$ cat src/rtl/core/carc_pkg.sv
package carc_pkg;

	// Field and port widths
	localparam int VAL_W      = 24;
	localparam int DT_W       = 16;
	localparam int AXIS_IN_W  = 2;
	localparam int IN_DATA_W  = 3 * VAL_W + DT_W;
	localparam int LIM_W      = 48;
	localparam int CFG_IDX_W  = 2;
	localparam int CFG_REGS   = 3;
	localparam int NUM_AXES_DEF = 3;

	// Shared multiplier operand and product widths
	localparam int MUL_A_W = 25;
	localparam int MUL_B_W = 17;
	localparam int MUL_P_W = MUL_A_W + MUL_B_W;

	// Gains, Q4.12
	localparam logic signed [MUL_B_W-1:0] K_THETA = 17'sd28672;
	localparam logic signed [MUL_B_W-1:0] K_P     = 17'sd5325;
	localparam logic signed [MUL_B_W-1:0] K_I     = 17'sd2662;
	localparam logic signed [MUL_B_W-1:0] K_D     = 17'sd4915;
	localparam logic signed [MUL_B_W-1:0] K_LEAK  = 17'sd819;

	// Bounds, Q15.8
	localparam int RATE_MAX  = 64000;
	localparam int INTEG_MAX = 64000;
	localparam int DIST_MAX  = 51200;
	localparam int DRIVE_MAX = 76800;

	// Angle wrap
	localparam int TURN       = 92160;
	localparam int HALF_TURN  = 46080;
	localparam int WRAP_STEPS = 9;
	localparam int TURN_BIAS  = TURN << (WRAP_STEPS - 1);

endpackage

$ cat src/rtl/core/carc_mul.sv
module carc_mul (
	input  logic                                 clk,
	input  logic signed [carc_pkg::MUL_A_W-1:0]  op_a,
	input  logic signed [carc_pkg::MUL_B_W-1:0]  op_b,
	output logic signed [carc_pkg::MUL_P_W-1:0]  prod
);
	import carc_pkg::*;

	logic signed [MUL_P_W-1:0] prod_q;

	always_ff @(posedge clk) begin
		prod_q <= MUL_P_W'(op_a) * MUL_P_W'(op_b);
	end

	assign prod = prod_q;

endmodule

$ cat src/rtl/core/cascade_angle_rate_controller_core.sv
// Channel  Dir   Handshake              Payload
// s_       in    s_tvalid / s_tready    s_tdata: angle_measured, rate_measured, angle_target,
//                                       time_step; s_tuser: axis_index
// m_       out   m_tvalid / m_tready    m_tdata: position_command; m_tuser: rejected
// cfg_     in    cfg_valid / cfg_ready  cfg_index, cfg_data (axis limits)
//
// A valid step runs a nine-step turn reduction in one subtractor, then ten products
// through the single registered 25x17 multiplier.
// A rejected step skips the datapath and goes from accept straight to the final state.
// s_tready is high only while no step is in work; a new step waits until the last one is done.
// A result waits in the output register while the next step is computed; the step
// holds in its last state until that register is free. Config is always ready.
// arst_n clears limits, per-axis integral, estimate, command and seed flags.
module cascade_angle_rate_controller_core #(
	parameter int NUM_AXES = carc_pkg::NUM_AXES_DEF
) (
	input  logic                               clk,
	input  logic                               arst_n,
	input  logic                               s_tvalid,
	output logic                               s_tready,
	// [23:0] angle_measured, [47:24] rate_measured, [71:48] angle_target, [87:72] time_step
	input  logic [carc_pkg::IN_DATA_W-1:0]     s_tdata,
	// [1:0] axis_index
	input  logic [carc_pkg::AXIS_IN_W-1:0]     s_tuser,
	output logic                               m_tvalid,
	input  logic                               m_tready,
	// [23:0] position_command
	output logic [carc_pkg::VAL_W-1:0]         m_tdata,
	// [0] rejected
	output logic [0:0]                         m_tuser,
	input  logic                               cfg_valid,
	output logic                               cfg_ready,
	input  logic [carc_pkg::CFG_IDX_W-1:0]     cfg_index,
	input  logic [carc_pkg::LIM_W-1:0]         cfg_data
);
	import carc_pkg::*;

	localparam int AXIS_W  = (NUM_AXES > 1) ? $clog2(NUM_AXES) : 1;
	localparam int R_W     = 26;
	localparam int K_W     = $clog2(WRAP_STEPS);
	localparam int E_W     = 17;
	localparam int EW_W    = 25;
	localparam int X_W     = 38;
	localparam int INTEG_W = 18;
	localparam int DIST_W  = 17;
	localparam int CMD_W   = 18;
	localparam int DRV_W   = 18;
	localparam int QH_W    = 18;
	localparam int STEP_W  = 26;
	localparam int SLEW_W  = 16;

	localparam int ST_W = 5;
	localparam logic [ST_W-1:0] S_IDLE = 5'd0;
	localparam logic [ST_W-1:0] S_WRAP = 5'd1;
	localparam logic [ST_W-1:0] S_E    = 5'd2;
	localparam logic [ST_W-1:0] S_M0   = 5'd3;
	localparam logic [ST_W-1:0] S_M1   = 5'd4;
	localparam logic [ST_W-1:0] S_M2   = 5'd5;
	localparam logic [ST_W-1:0] S_M3   = 5'd6;
	localparam logic [ST_W-1:0] S_M4   = 5'd7;
	localparam logic [ST_W-1:0] S_M5   = 5'd8;
	localparam logic [ST_W-1:0] S_M6   = 5'd9;
	localparam logic [ST_W-1:0] S_M7   = 5'd10;
	localparam logic [ST_W-1:0] S_M8   = 5'd11;
	localparam logic [ST_W-1:0] S_M9   = 5'd12;
	localparam logic [ST_W-1:0] S_M10  = 5'd13;
	localparam logic [ST_W-1:0] S_DONE = 5'd14;

	function automatic logic signed [31:0] clamp32(
		input logic signed [31:0] x,
		input logic signed [31:0] lo,
		input logic signed [31:0] hi
	);
		logic signed [31:0] y;
		if (x < lo) begin
			y = lo;
		end else if (x > hi) begin
			y = hi;
		end else begin
			y = x;
		end
		return y;
	endfunction

	// Control and per-axis state
	logic [ST_W-1:0]                 state_q;
	logic                            mv_q;
	logic [LIM_W-1:0]                lim_q [NUM_AXES];
	logic signed [INTEG_W-1:0]       integ_q [NUM_AXES];
	logic signed [DIST_W-1:0]        dist_q [NUM_AXES];
	logic signed [CMD_W-1:0]         cmd_q [NUM_AXES];
	logic [NUM_AXES-1:0]             seeded_q;

	// Working registers of one step
	logic [AXIS_W-1:0]               a_q;
	logic                            rej_q;
	logic signed [VAL_W-1:0]         th_q;
	logic signed [VAL_W-1:0]         om_q;
	logic [DT_W-1:0]                 dt_q;
	logic signed [CMD_W-1:0]         pmin_q;
	logic signed [CMD_W-1:0]         pmax_q;
	logic [SLEW_W-1:0]               slew_q;
	logic [R_W-1:0]                  r_q;
	logic [K_W-1:0]                  k_q;
	logic signed [E_W-1:0]           e_q;
	logic signed [CMD_W-1:0]         prev_q;
	logic signed [EW_W-1:0]          ew_q;
	logic signed [X_W-1:0]           x_q;
	logic signed [INTEG_W-1:0]       in_q;
	logic [QH_W-1:0]                 qh_q;
	logic signed [DIST_W-1:0]        dn_q;
	logic signed [DRV_W-1:0]         u_q;
	logic signed [STEP_W-1:0]        step_q;
	logic signed [CMD_W-1:0]         cmdn_q;
	logic [VAL_W-1:0]                mdata_q;
	logic                            mrej_q;

	// Input fields
	logic signed [VAL_W-1:0]         th_in;
	logic signed [VAL_W-1:0]         om_in;
	logic signed [VAL_W-1:0]         ref_in;
	logic [DT_W-1:0]                 dt_in;
	logic                            axis_ok;
	logic                            rej_in;
	logic                            s_acc;
	logic                            out_free;
	logic [LIM_W-1:0]                lim_sel;

	// Shared multiplier
	logic signed [MUL_A_W-1:0]       mul_a;
	logic signed [MUL_B_W-1:0]       mul_b;
	logic signed [MUL_P_W-1:0]       mul_p;
	logic signed [MUL_B_W-1:0]       dt_s;

	// Datapath values
	logic signed [INTEG_W-1:0]       icur;
	logic signed [DIST_W-1:0]        dcur;
	logic [R_W-1:0]                  turn_k;
	logic signed [31:0]              r_n;
	logic signed [31:0]              re;
	logic signed [31:0]              e_n;
	logic signed [31:0]              seed_n;
	logic signed [31:0]              p_r8;
	logic signed [31:0]              p_r12;
	logic signed [31:0]              p_r16;
	logic signed [31:0]              wref;
	logic signed [31:0]              in_n;
	logic signed [31:0]              qh_n;
	logic signed [31:0]              dn_n;
	logic signed [X_W-1:0]           drv_sum;
	logic signed [31:0]              u_n;
	logic signed [31:0]              pos1;
	logic signed [31:0]              pos2;
	logic signed [31:0]              pos3;

	assign th_in  = s_tdata[VAL_W-1:0];
	assign om_in  = s_tdata[2*VAL_W-1:VAL_W];
	assign ref_in = s_tdata[3*VAL_W-1:2*VAL_W];
	assign dt_in  = s_tdata[IN_DATA_W-1:3*VAL_W];

	assign axis_ok  = int'(s_tuser) < NUM_AXES;
	assign rej_in   = !axis_ok || (dt_in == '0);
	assign s_tready = (state_q == S_IDLE);
	assign s_acc    = s_tvalid && s_tready;
	assign out_free = !mv_q || m_tready;
	assign lim_sel  = axis_ok ? lim_q[AXIS_W'(s_tuser)] : '0;

	assign cfg_ready = 1'b1;
	assign m_tvalid  = mv_q;
	assign m_tdata   = mdata_q;
	assign m_tuser   = mrej_q;

	assign dt_s = signed'({1'b0, dt_q});
	assign icur = integ_q[a_q];
	assign dcur = dist_q[a_q];

	always_comb begin
		mul_a = '0;
		mul_b = '0;
		case (state_q)
			S_M0: begin
				mul_a = MUL_A_W'(e_q);
				mul_b = K_THETA;
			end
			S_M1: begin
				mul_a = MUL_A_W'(dcur);
				mul_b = K_LEAK;
			end
			S_M2: begin
				mul_a = ew_q;
				mul_b = K_D;
			end
			S_M3: begin
				mul_a = ew_q;
				mul_b = dt_s;
			end
			S_M4: begin
				// low 20 bits of the observer term, unsigned
				mul_a = signed'(MUL_A_W'(x_q[19:0]));
				mul_b = dt_s;
			end
			S_M5: begin
				mul_a = MUL_A_W'(x_q >>> 20);
				mul_b = dt_s;
			end
			S_M6: begin
				mul_a = ew_q;
				mul_b = K_P;
			end
			S_M7: begin
				mul_a = MUL_A_W'(in_q);
				mul_b = K_I;
			end
			S_M8: begin
				mul_a = signed'(MUL_A_W'(slew_q));
				mul_b = dt_s;
			end
			S_M9: begin
				mul_a = MUL_A_W'(u_q);
				mul_b = dt_s;
			end
			default: begin
				mul_a = '0;
				mul_b = '0;
			end
		endcase
	end

	carc_mul u_mul (
		.clk  (clk),
		.op_a (mul_a),
		.op_b (mul_b),
		.prod (mul_p)
	);

	always_comb begin
		r_n    = 32'(ref_in) - 32'(th_in) + 32'(TURN_BIAS);
		turn_k = R_W'(TURN) << k_q;
		re     = signed'(32'(r_q));
		e_n    = (re >= HALF_TURN) ? re - TURN : re;
		seed_n = clamp32(32'(th_q), 32'(pmin_q), 32'(pmax_q));

		// round to nearest, ties up
		p_r8  = 32'((mul_p + MUL_P_W'(128)) >>> 8);
		p_r12 = 32'((mul_p + MUL_P_W'(2048)) >>> 12);
		p_r16 = 32'((mul_p + MUL_P_W'(32768)) >>> 16);

		wref = clamp32(p_r12, -RATE_MAX, RATE_MAX);
		in_n = clamp32(32'(icur) + p_r16, -INTEG_MAX, INTEG_MAX);
		// low partial product carries the rounding offset of the 28-bit rescale
		qh_n = 32'((mul_p + MUL_P_W'(134217728)) >>> 20);
		dn_n = clamp32(32'(dcur) + 32'((mul_p + MUL_P_W'(signed'({1'b0, qh_q}))) >>> 8),
			-DIST_MAX, DIST_MAX);

		drv_sum = x_q + X_W'(mul_p);
		u_n     = clamp32(32'((drv_sum + X_W'(2048)) >>> 12) - 32'(dn_q),
			-DRIVE_MAX, DRIVE_MAX);

		pos1 = 32'(prev_q) + p_r16;
		pos2 = clamp32(pos1, 32'(prev_q) - 32'(step_q), 32'(prev_q) + 32'(step_q));
		pos3 = clamp32(pos2, 32'(pmin_q), 32'(pmax_q));
	end

	// Sequencer, output register and per-axis state
	always_ff @(posedge clk or negedge arst_n) begin
		if (!arst_n) begin
			state_q  <= S_IDLE;
			mv_q     <= 1'b0;
			seeded_q <= '0;
			for (int i = 0; i < NUM_AXES; i++) begin
				lim_q[i]   <= '0;
				integ_q[i] <= '0;
				dist_q[i]  <= '0;
				cmd_q[i]   <= '0;
			end
		end else begin
			if (cfg_valid && (int'(cfg_index) < CFG_REGS) && (int'(cfg_index) < NUM_AXES)) begin
				lim_q[AXIS_W'(cfg_index)] <= cfg_data;
			end

			// the final state reloads the output register itself
			if (mv_q && m_tready && (state_q != S_DONE)) begin
				mv_q <= 1'b0;
			end

			case (state_q)
				S_IDLE: begin
					if (s_acc) begin
						state_q <= rej_in ? S_DONE : S_WRAP;
					end
				end
				S_WRAP: begin
					if (k_q == '0) begin
						state_q <= S_E;
					end
				end
				S_E:   state_q <= S_M0;
				S_M0:  state_q <= S_M1;
				S_M1:  state_q <= S_M2;
				S_M2:  state_q <= S_M3;
				S_M3:  state_q <= S_M4;
				S_M4:  state_q <= S_M5;
				S_M5:  state_q <= S_M6;
				S_M6:  state_q <= S_M7;
				S_M7:  state_q <= S_M8;
				S_M8:  state_q <= S_M9;
				S_M9:  state_q <= S_M10;
				S_M10: state_q <= S_DONE;
				S_DONE: begin
					// hold until the output register is free
					if (out_free) begin
						mv_q    <= 1'b1;
						state_q <= S_IDLE;
						if (!rej_q) begin
							integ_q[a_q]  <= in_q;
							dist_q[a_q]   <= dn_q;
							cmd_q[a_q]    <= cmdn_q;
							seeded_q[a_q] <= 1'b1;
						end
					end
				end
				default: state_q <= S_IDLE;
			endcase
		end
	end

	// Working registers
	always_ff @(posedge clk) begin
		case (state_q)
			S_IDLE: begin
				if (s_acc) begin
					a_q    <= AXIS_W'(s_tuser);
					rej_q  <= rej_in;
					th_q   <= th_in;
					om_q   <= om_in;
					dt_q   <= dt_in;
					pmin_q <= signed'({lim_sel[15:0], 2'b00});
					pmax_q <= signed'({lim_sel[31:16], 2'b00});
					slew_q <= lim_sel[47:32];
					r_q    <= R_W'(r_n);
					k_q    <= K_W'(WRAP_STEPS - 1);
				end
			end
			S_WRAP: begin
				// strip one shifted turn per cycle
				if (r_q >= turn_k) begin
					r_q <= r_q - turn_k;
				end
				if (k_q != '0) begin
					k_q <= k_q - 1'b1;
				end
			end
			S_E: begin
				e_q    <= E_W'(e_n);
				prev_q <= seeded_q[a_q] ? cmd_q[a_q] : CMD_W'(seed_n);
			end
			S_M1: ew_q   <= EW_W'(wref - 32'(om_q));
			S_M2: x_q    <= -X_W'(mul_p);
			S_M3: x_q    <= x_q + X_W'(mul_p);
			S_M4: in_q   <= INTEG_W'(in_n);
			S_M5: qh_q   <= QH_W'(qh_n);
			S_M6: dn_q   <= DIST_W'(dn_n);
			S_M7: x_q    <= X_W'(mul_p);
			S_M8: u_q    <= DRV_W'(u_n);
			S_M9: step_q <= STEP_W'(p_r8);
			S_M10: cmdn_q <= CMD_W'(pos3);
			S_DONE: begin
				if (out_free) begin
					mdata_q <= rej_q ? th_q : VAL_W'(cmdn_q);
					mrej_q  <= rej_q;
				end
			end
			default: ;
		endcase
	end

	a_result_from_done: assert property (@(posedge clk) disable iff (!arst_n)
		$rose(m_tvalid) |-> $past(state_q == S_DONE))
		else $error("result raised outside the final state");

	a_wrap_reduced: assert property (@(posedge clk) disable iff (!arst_n)
		(state_q == S_E) |-> (r_q < R_W'(TURN)))
		else $error("turn reduction left a residue of a full turn or more");

	a_drive_clamped: assert property (@(posedge clk) disable iff (!arst_n)
		(state_q == S_M9) |-> ((32'(u_q) <= DRIVE_MAX) && (32'(u_q) >= -DRIVE_MAX)))
		else $error("drive outside its saturation bound");

	a_no_accept_busy: assert property (@(posedge clk) disable iff (!arst_n)
		(state_q != S_IDLE) |-> !s_tready)
		else $error("input ready while a step is in work");

endmodule

$ cat config.mk
export PLATFORM = sky130hd
export DESIGN_NAME = cascade_angle_rate_controller_core
export DESIGN_NICKNAME = d
export VERILOG_FILES = /design/src/rtl/core/carc_pkg.sv /design/src/rtl/core/carc_mul.sv /design/src/rtl/core/cascade_angle_rate_controller_core.sv
export SDC_FILE = /design/constraint.sdc
export NUM_CORES = 2
export LEC_CHECK = 0
export BUFFER_PORTS_ARGS = -buffer_cell sky130_fd_sc_hd__buf_4
export CAP_MARGIN = 20
export CELL_PAD_IN_SITES_DETAIL_PLACEMENT = 1
export CELL_PAD_IN_SITES_GLOBAL_PLACEMENT = 1
export CORE_ASPECT_RATIO = 1.25
export CORE_MARGIN = 8
export CORE_UTILIZATION = 39
export DETAILED_ROUTE_END_ITERATION = 16
export PLACE_DENSITY = 0.75
export SLEW_MARGIN = 20
export SYNTH_ARGS = -nofsm -noshare
export SYNTH_HDL_FRONTEND = slang
export SYNTH_HIERARCHICAL = 1
export SYNTH_SLANG_ARGS = --single-unit
$ cat constraint.sdc
create_clock -name clk -period 9.8 [get_ports clk]
set_input_delay 1.96 -clock clk [delete_from_list [all_inputs] [get_ports clk]]
set_output_delay 1.96 -clock clk [all_outputs]
set_load 0.02 [all_outputs]
# After elaboration in Yosys (flattened, before gate mapping)
# Index checks and enable logic that the tools add are counted.
# totals
ff_bits	737
input_bits	145
out_inout_bits	28
# op_classes
n_addsub	20
multipliers	1
order_cmp	25
n_eq_ne	20
n_shift	1
n_mux	57
n_bitwise	5
n_reduce_logical	30
# op_table
op	count
18-bit two-way mux	12
25-bit one-hot mux with 8 select lines	1
144-bit bitwise mux	1
48-bit two-way mux	3
38-bit one-hot mux with 3 select lines	1
54-bit bitwise mux	2
48-bit binary-select mux with 2-bit select	1
48-bit demux with 2-bit select	1
16-bit one-hot mux with 6 select lines	1
17-bit two-way mux	5
18-bit by 26-bit adder with 27-bit output	3
5-bit one-hot mux with 15 select lines	1
18-bit binary-select mux with 2-bit select	2
32-bit two-way mux	2
26-bit two-way mux	2
26-bit one-hot mux with 2 select lines	1
51-bit bitwise mux	1
25-bit two-way mux	2
42-bit by 13-bit adder with 42-bit output (second input constant)	1
42-bit by 17-bit adder with 42-bit output (second input constant)	1
25-bit by 17-bit multiplier with 42-bit output	1
40-bit by 19-bit adder with 40-bit output	1
38-bit by 13-bit adder with 38-bit output (second input constant)	1
38-bit by 29-bit adder with 38-bit output (second input constant)	1
other kinds (68)	111

# Longest topological paths before layout
# depth
depth_word	8
depth_mapped	49
mapped_depth_nobuf	43

# By module
# The synthesis kept the hierarchy.
# modules_own_cells
mod	instances	cells_per_inst	area_per_inst_um2	seq_area_each_um2
cascade_angle_rate_controller_core	1	5270	50876.3	19283.5
carc_mul	1	1699	15860.2	840.8

# Least setup slack after synthesis
# OpenSTA, ideal clock, no wires.
# synth_path
kind	register -> register
from	register u_mul.prod_q[29], in the netlist u_mul/prod[29]
to	register cmdn_q[13], data pin
setup_ps	260
arrival_time_ps	8615
path_slack_ps	925
stages_incl_launch_ff	45
n_path_buf	5
period_less_slack_ps	8875
cell_sequence	dfxtp_1 clkbuf_1 inv_1 nor3_1 and3_1 clkbuf_1 and3_1 nand3_1 xnor2_1 ha_1 a21oi_1 o21ai_0 nor2_1 nand2_1 o21ai_0 o21ai_0 a21oi_1 xor2_1 (+9 left out) a221o_1 ha_1 nor2b_1 o21a_1 o21a_1 o21a_1 o21a_1 o21a_1 o21a_1 o21a_1 o21a_1 o21a_1 o21ai_0 a211oi_1 clkbuf_1 a211oi_1 a22oi_1 mux2_2
# synth_via
elab_chain_len	8
word_cells_on_any_way	10
cone_classes	2 x add/sub; 4 x order compare; 4 x mux
# synth_rtl
item	line_no	text
from (decl)	carc_mul.sv:9	logic signed [MUL_P_W-1:0] prod_q;
from (signal assigned)	carc_mul.sv:12	prod_q <= MUL_P_W'(op_a) * MUL_P_W'(op_b);
42-bit by 17-bit adder with 42-bit output *	cascade_angle_rate_controller_core.sv:246	p_r16 = 32'((mul_p + MUL_P_W'(32768)) >>> 16);
18-bit by 26-bit adder with 27-bit output *	cascade_angle_rate_controller_core.sv:259	pos1 = 32'(prev_q) + p_r16;
27-bit > comparator	cascade_angle_rate_controller_core.sv:77	end else if (x > hi) begin
32-bit two-way mux	cascade_angle_rate_controller_core.sv:77	
32-bit two-way mux *	cascade_angle_rate_controller_core.sv:75	if (x < lo) begin
32-bit by 18-bit > comparator with 1-bit output	cascade_angle_rate_controller_core.sv:77	
18-bit two-way mux	cascade_angle_rate_controller_core.sv:77	
18-bit two-way mux *	cascade_angle_rate_controller_core.sv:75	
net pos3[13]	cascade_angle_rate_controller_core.sv:154	logic signed [31:0] pos3;
to (signal assigned)	cascade_angle_rate_controller_core.sv:366	S_M10: cmdn_q <= CMD_W'(pos3);
to (decl)	cascade_angle_rate_controller_core.sv:114	logic signed [CMD_W-1:0] cmdn_q;
# Mark *: on every way through the listed nets, which the timed path passes. The rest lies on a longest branch.
# A chain may end at the register's enable or synchronous reset.

# Worst setup path in the final report
# layout_path
from	register u_mul.prod_q[15], in the netlist u_mul/prod[15]
to	register cmdn_q[3], data pin
# The elaborated chain is that of the path after synthesis.

==> results.yml <==
global_route:
  grt_first_pass_wirelength_um: 368000
  grt_pass1_vias: 59300
  antenna_found_initial: 10
  grt_usage_pct: 26.0
  grt_max_degree: 168
  globalRouteOverflowTotal: 0
finish:
  area_growth_pct: 11.7
  drive_above_1_share_pct: 13.2
  multiInputGateArea_um2: 43100
  seq_area_um2: 20100
  final_util_pct: 43.9
  fillers: 19200
  layout.nets: 8296
timing:
  finalMaxSlewViolations: 0
  finClkSkew_ns: 0.0922
  setup_tns_ns: 0
  min_period_over_period_pct: 94.4
  worst_pin_slew_ns: 1.28
  finalSetupViolations: 0
  fmax_ghz: 0.108
  period_minus_slack_ns: 9.25
  hold_violations: 0
  slew-limit-headroom_pct: 13.7
worst_setup_path:
  crit_required_ns: 10.33
  max_stage_delay_ns: 0.42
  reg2reg_slack_ns: 0.55
  worst_setup_path_start_kind: "flip-flop"
  cp_common_cell: "o21ai_0"
  r2r-end: "cmdn_q[3]"
  crit_buf_inv: 3
  cp_max_fo: 14
  worstSetupPathType: "flip-flop to flip-flop"
  reg2reg_depth: 42
  path_delay_family: "compound AO/OA/AOI/OAI gates"
  cp_data_arrival_time_ns: 9.78
  end_kind: "flip-flop"
  slowest_stage: "mux2_4"
  timing.rr.start: "u_mul/prod[15]"
drt:
  drt_wl_total_um: 245000
  first_iter_violations: 3269
  vias: 54100
  drc: 0
  first_pass_iters: 5
  ant_nets: 0
  wl_per_cell_um: 25.9
  vias_per_cell: 5.71
yosys:
  async_flop_share_pct: 42.3
  synth_seq_cells: 736
  synth-warning-count: 6
  ys_types: 112
  syn_area_um2: 66700
  ys.flop_type: "edfxtp_1"
  syn_area_per_cell_um2: 9.58
  yosysSeqAreaShare_pct: 30.2
  synth_edf_count: 383
  synth_cells: 6969
die:
  start_util_pct: 39.3
  dieArea_um2: 185000
  die_w_um: 386
  fp.coreArea_um2: 170000
  boundaryPins: 173
  die_y_um: 478
  row_count: 169
cts:
  clk_path_buf_depth: 3
  clk_latency_ns: 0.74
  clkSinkCount: 736
  htree_levels: 3
  cts_buffers: 82
  path_clk_slew_ns: 0.06
  cts_tree: "built"
  clock-root-buffer: "clkbuf_16"
placement:
  hpwl_um: 198000
  gp_congestion: 1.00
  io_buffers: 171
worst_hold_path:
  min_path_cells: 1
  hold_start: "seeded_q[2]"
  min_to: "seeded_q[2]"
  hold_path.class: "flip-flop to flip-flop"
run_status:
  outcome: "completed"
run:
  drv_cap: 0
-- cell families after synthesis --
group	Yosys count	share of synthesized area, %
AOI/OAI and AO/OA	1407	13.6
xor gates and xnor gates	427	5.70
adders and majority gates	991	23.4
buffers and inverters	1019	5.80
DFF	736	30.2
muxes	440	7.18
other	2	0.0113
and+or+nand+nor	1947	14.2
-- flip-flops by register name, summed over array words and instances (netlist names), 17 cells and up --
register and count:
om_q 24, th_q 24, step_q 26, r_q 26, lim_q 144, dist_q 51, ew_q 25, m_tdata 24
qh_q 18, cmd_q 54, u_mul/prod 42, x_q 38, integ_q 54, cmdn_q 18, dn_q 17, in_q 18
e_q 17, prev_q 18, u_q 18
-- stage by stage --
stage	cell area (um2)	instances	setup slack (ns)	hold slack, ns
after floorplan	66800	6978	0.925	0.424
after global routing	74600	9459	-0.0210	0.517
after CTS	74300	9444	0.0303	0.471
final	74600	9459	0.546	0.472
after global placement	71400	9291	0.302	0.450
after detailed placement	71400	9291	0.0571	0.460
-- per-layer routing --
metal / vias to the layer above / global-route usage [%] / part of all wire (%)
met3: 601 / 2.39 / 3.4
met1: 27600 / 29.7 / 39
li1: 24500 / - / -
met5: - / 0 / 0.022
met4: 8 / 17.1 / 7.9
met2: 1336 / 46.0 / 50
-- cell usage after synthesis, types with 38 or more instances --
| cell type | number | area (um2) |
|---|---|---|
| nand3_1 | 100 | 500 |
| o21a_1 | 75 | 563 |
| nor4_1 | 42 | 263 |
| o21ai_0 | 347 | 1740 |
| xnor2_1 | 283 | 2480 |
| and3_1 | 46 | 288 |
| clkbuf_1 | 216 | 811 |
| dfrtp_1 | 311 | 7780 |
| xor2_1 | 139 | 1220 |
| nor2_1 | 411 | 1540 |
| a211oi_1 | 59 | 443 |
| mux2_2 | 312 | 3510 |
| ha_1 | 562 | 7030 |
| dfxtp_1 | 42 | 841 |
| nand2b_1 | 80 | 500 |
| a21o_1 | 102 | 766 |
| mux2i_1 | 128 | 1280 |
| and2_1 | 219 | 1370 |
| buf_1 | 39 | 146 |
| nor3_1 | 119 | 596 |
| a21oi_1 | 370 | 1850 |
| nand4_1 | 82 | 513 |
| inv_1 | 744 | 2790 |
| nor2b_1 | 79 | 494 |
| fa_1 | 425 | 8510 |
| a22oi_1 | 91 | 683 |
| edfxtp_1 | 383 | 11500 |
| a21boi_0 | 38 | 285 |
| nand2_1 | 641 | 2410 |
-- placed cells by master (no fill, tap or decap), drive strengths merged, types with 42 or more instances in the layout --
cell type / synthesis / final
xor2: 139 / 139
nand2b: 80 / 80
xnor2: 284 / 284
dfxtp: 42 / 42
edfxtp: 383 / 383
and2: 220 / 220
clkbuf: 216 / 111
a22oi: 91 / 91
nand4: 82 / 82
nor2b: 80 / 80
fa: 425 / 425
mux2i: 128 / 128
nor2: 412 / 412
a21o: 102 / 102
nor3: 120 / 120
ha: 562 / 562
nand3: 101 / 101
nor4: 42 / 42
mux2: 312 / 312
dfrtp: 311 / 311
nand2: 642 / 642
buf: 55 / 372
o21a: 75 / 75
a21oi: 374 / 374
inv: 745 / 754
a211oi: 61 / 61
o21ai: 358 / 358
and3: 46 / 46
-- area by class of cell --
class,instances,share of cell area [%]
antenna,3,0.0101
clock inverter,42,0.757
sequential,736,27.0
timing repair buffer,372,3.85
multi-input combinational,5224,57.8
clock buffer,111,3.11
inverter,748,3.76
tap,2223,3.73
-- worst max-delay path by stage --
stage | slack [ns] | start | to | cells past startpoint
after floorplan | 0.93 | u_mul/prod[29] | cmdn_q[13] | 44
after global placement | 0.30 | u_mul/prod[15] | cmdn_q[3] | 42
final | 0.55 | u_mul/prod[15] | cmdn_q[3] | 42
after global routing | -0.02 | u_mul/prod[15] | cmdn_q[13] | 42
after CTS | 0.03 | u_mul/prod[15] | cmdn_q[3] | 43
after detailed placement | 0.06 | u_mul/prod[15] | cmdn_q[3] | 42
-- timing repair --
action,CTS,global route
hold buffers,0,0
pin swaps,0,6
setup endpoints to repair,5,18
cloned,0,1
resized for setup,1,27
endpoints found under the hold margin,0,0
setup buffers,0,9
Power is left out: the tool's default activity adds up to more than one toggle a clock period on the data nets, which glitch-free logic cannot reach.
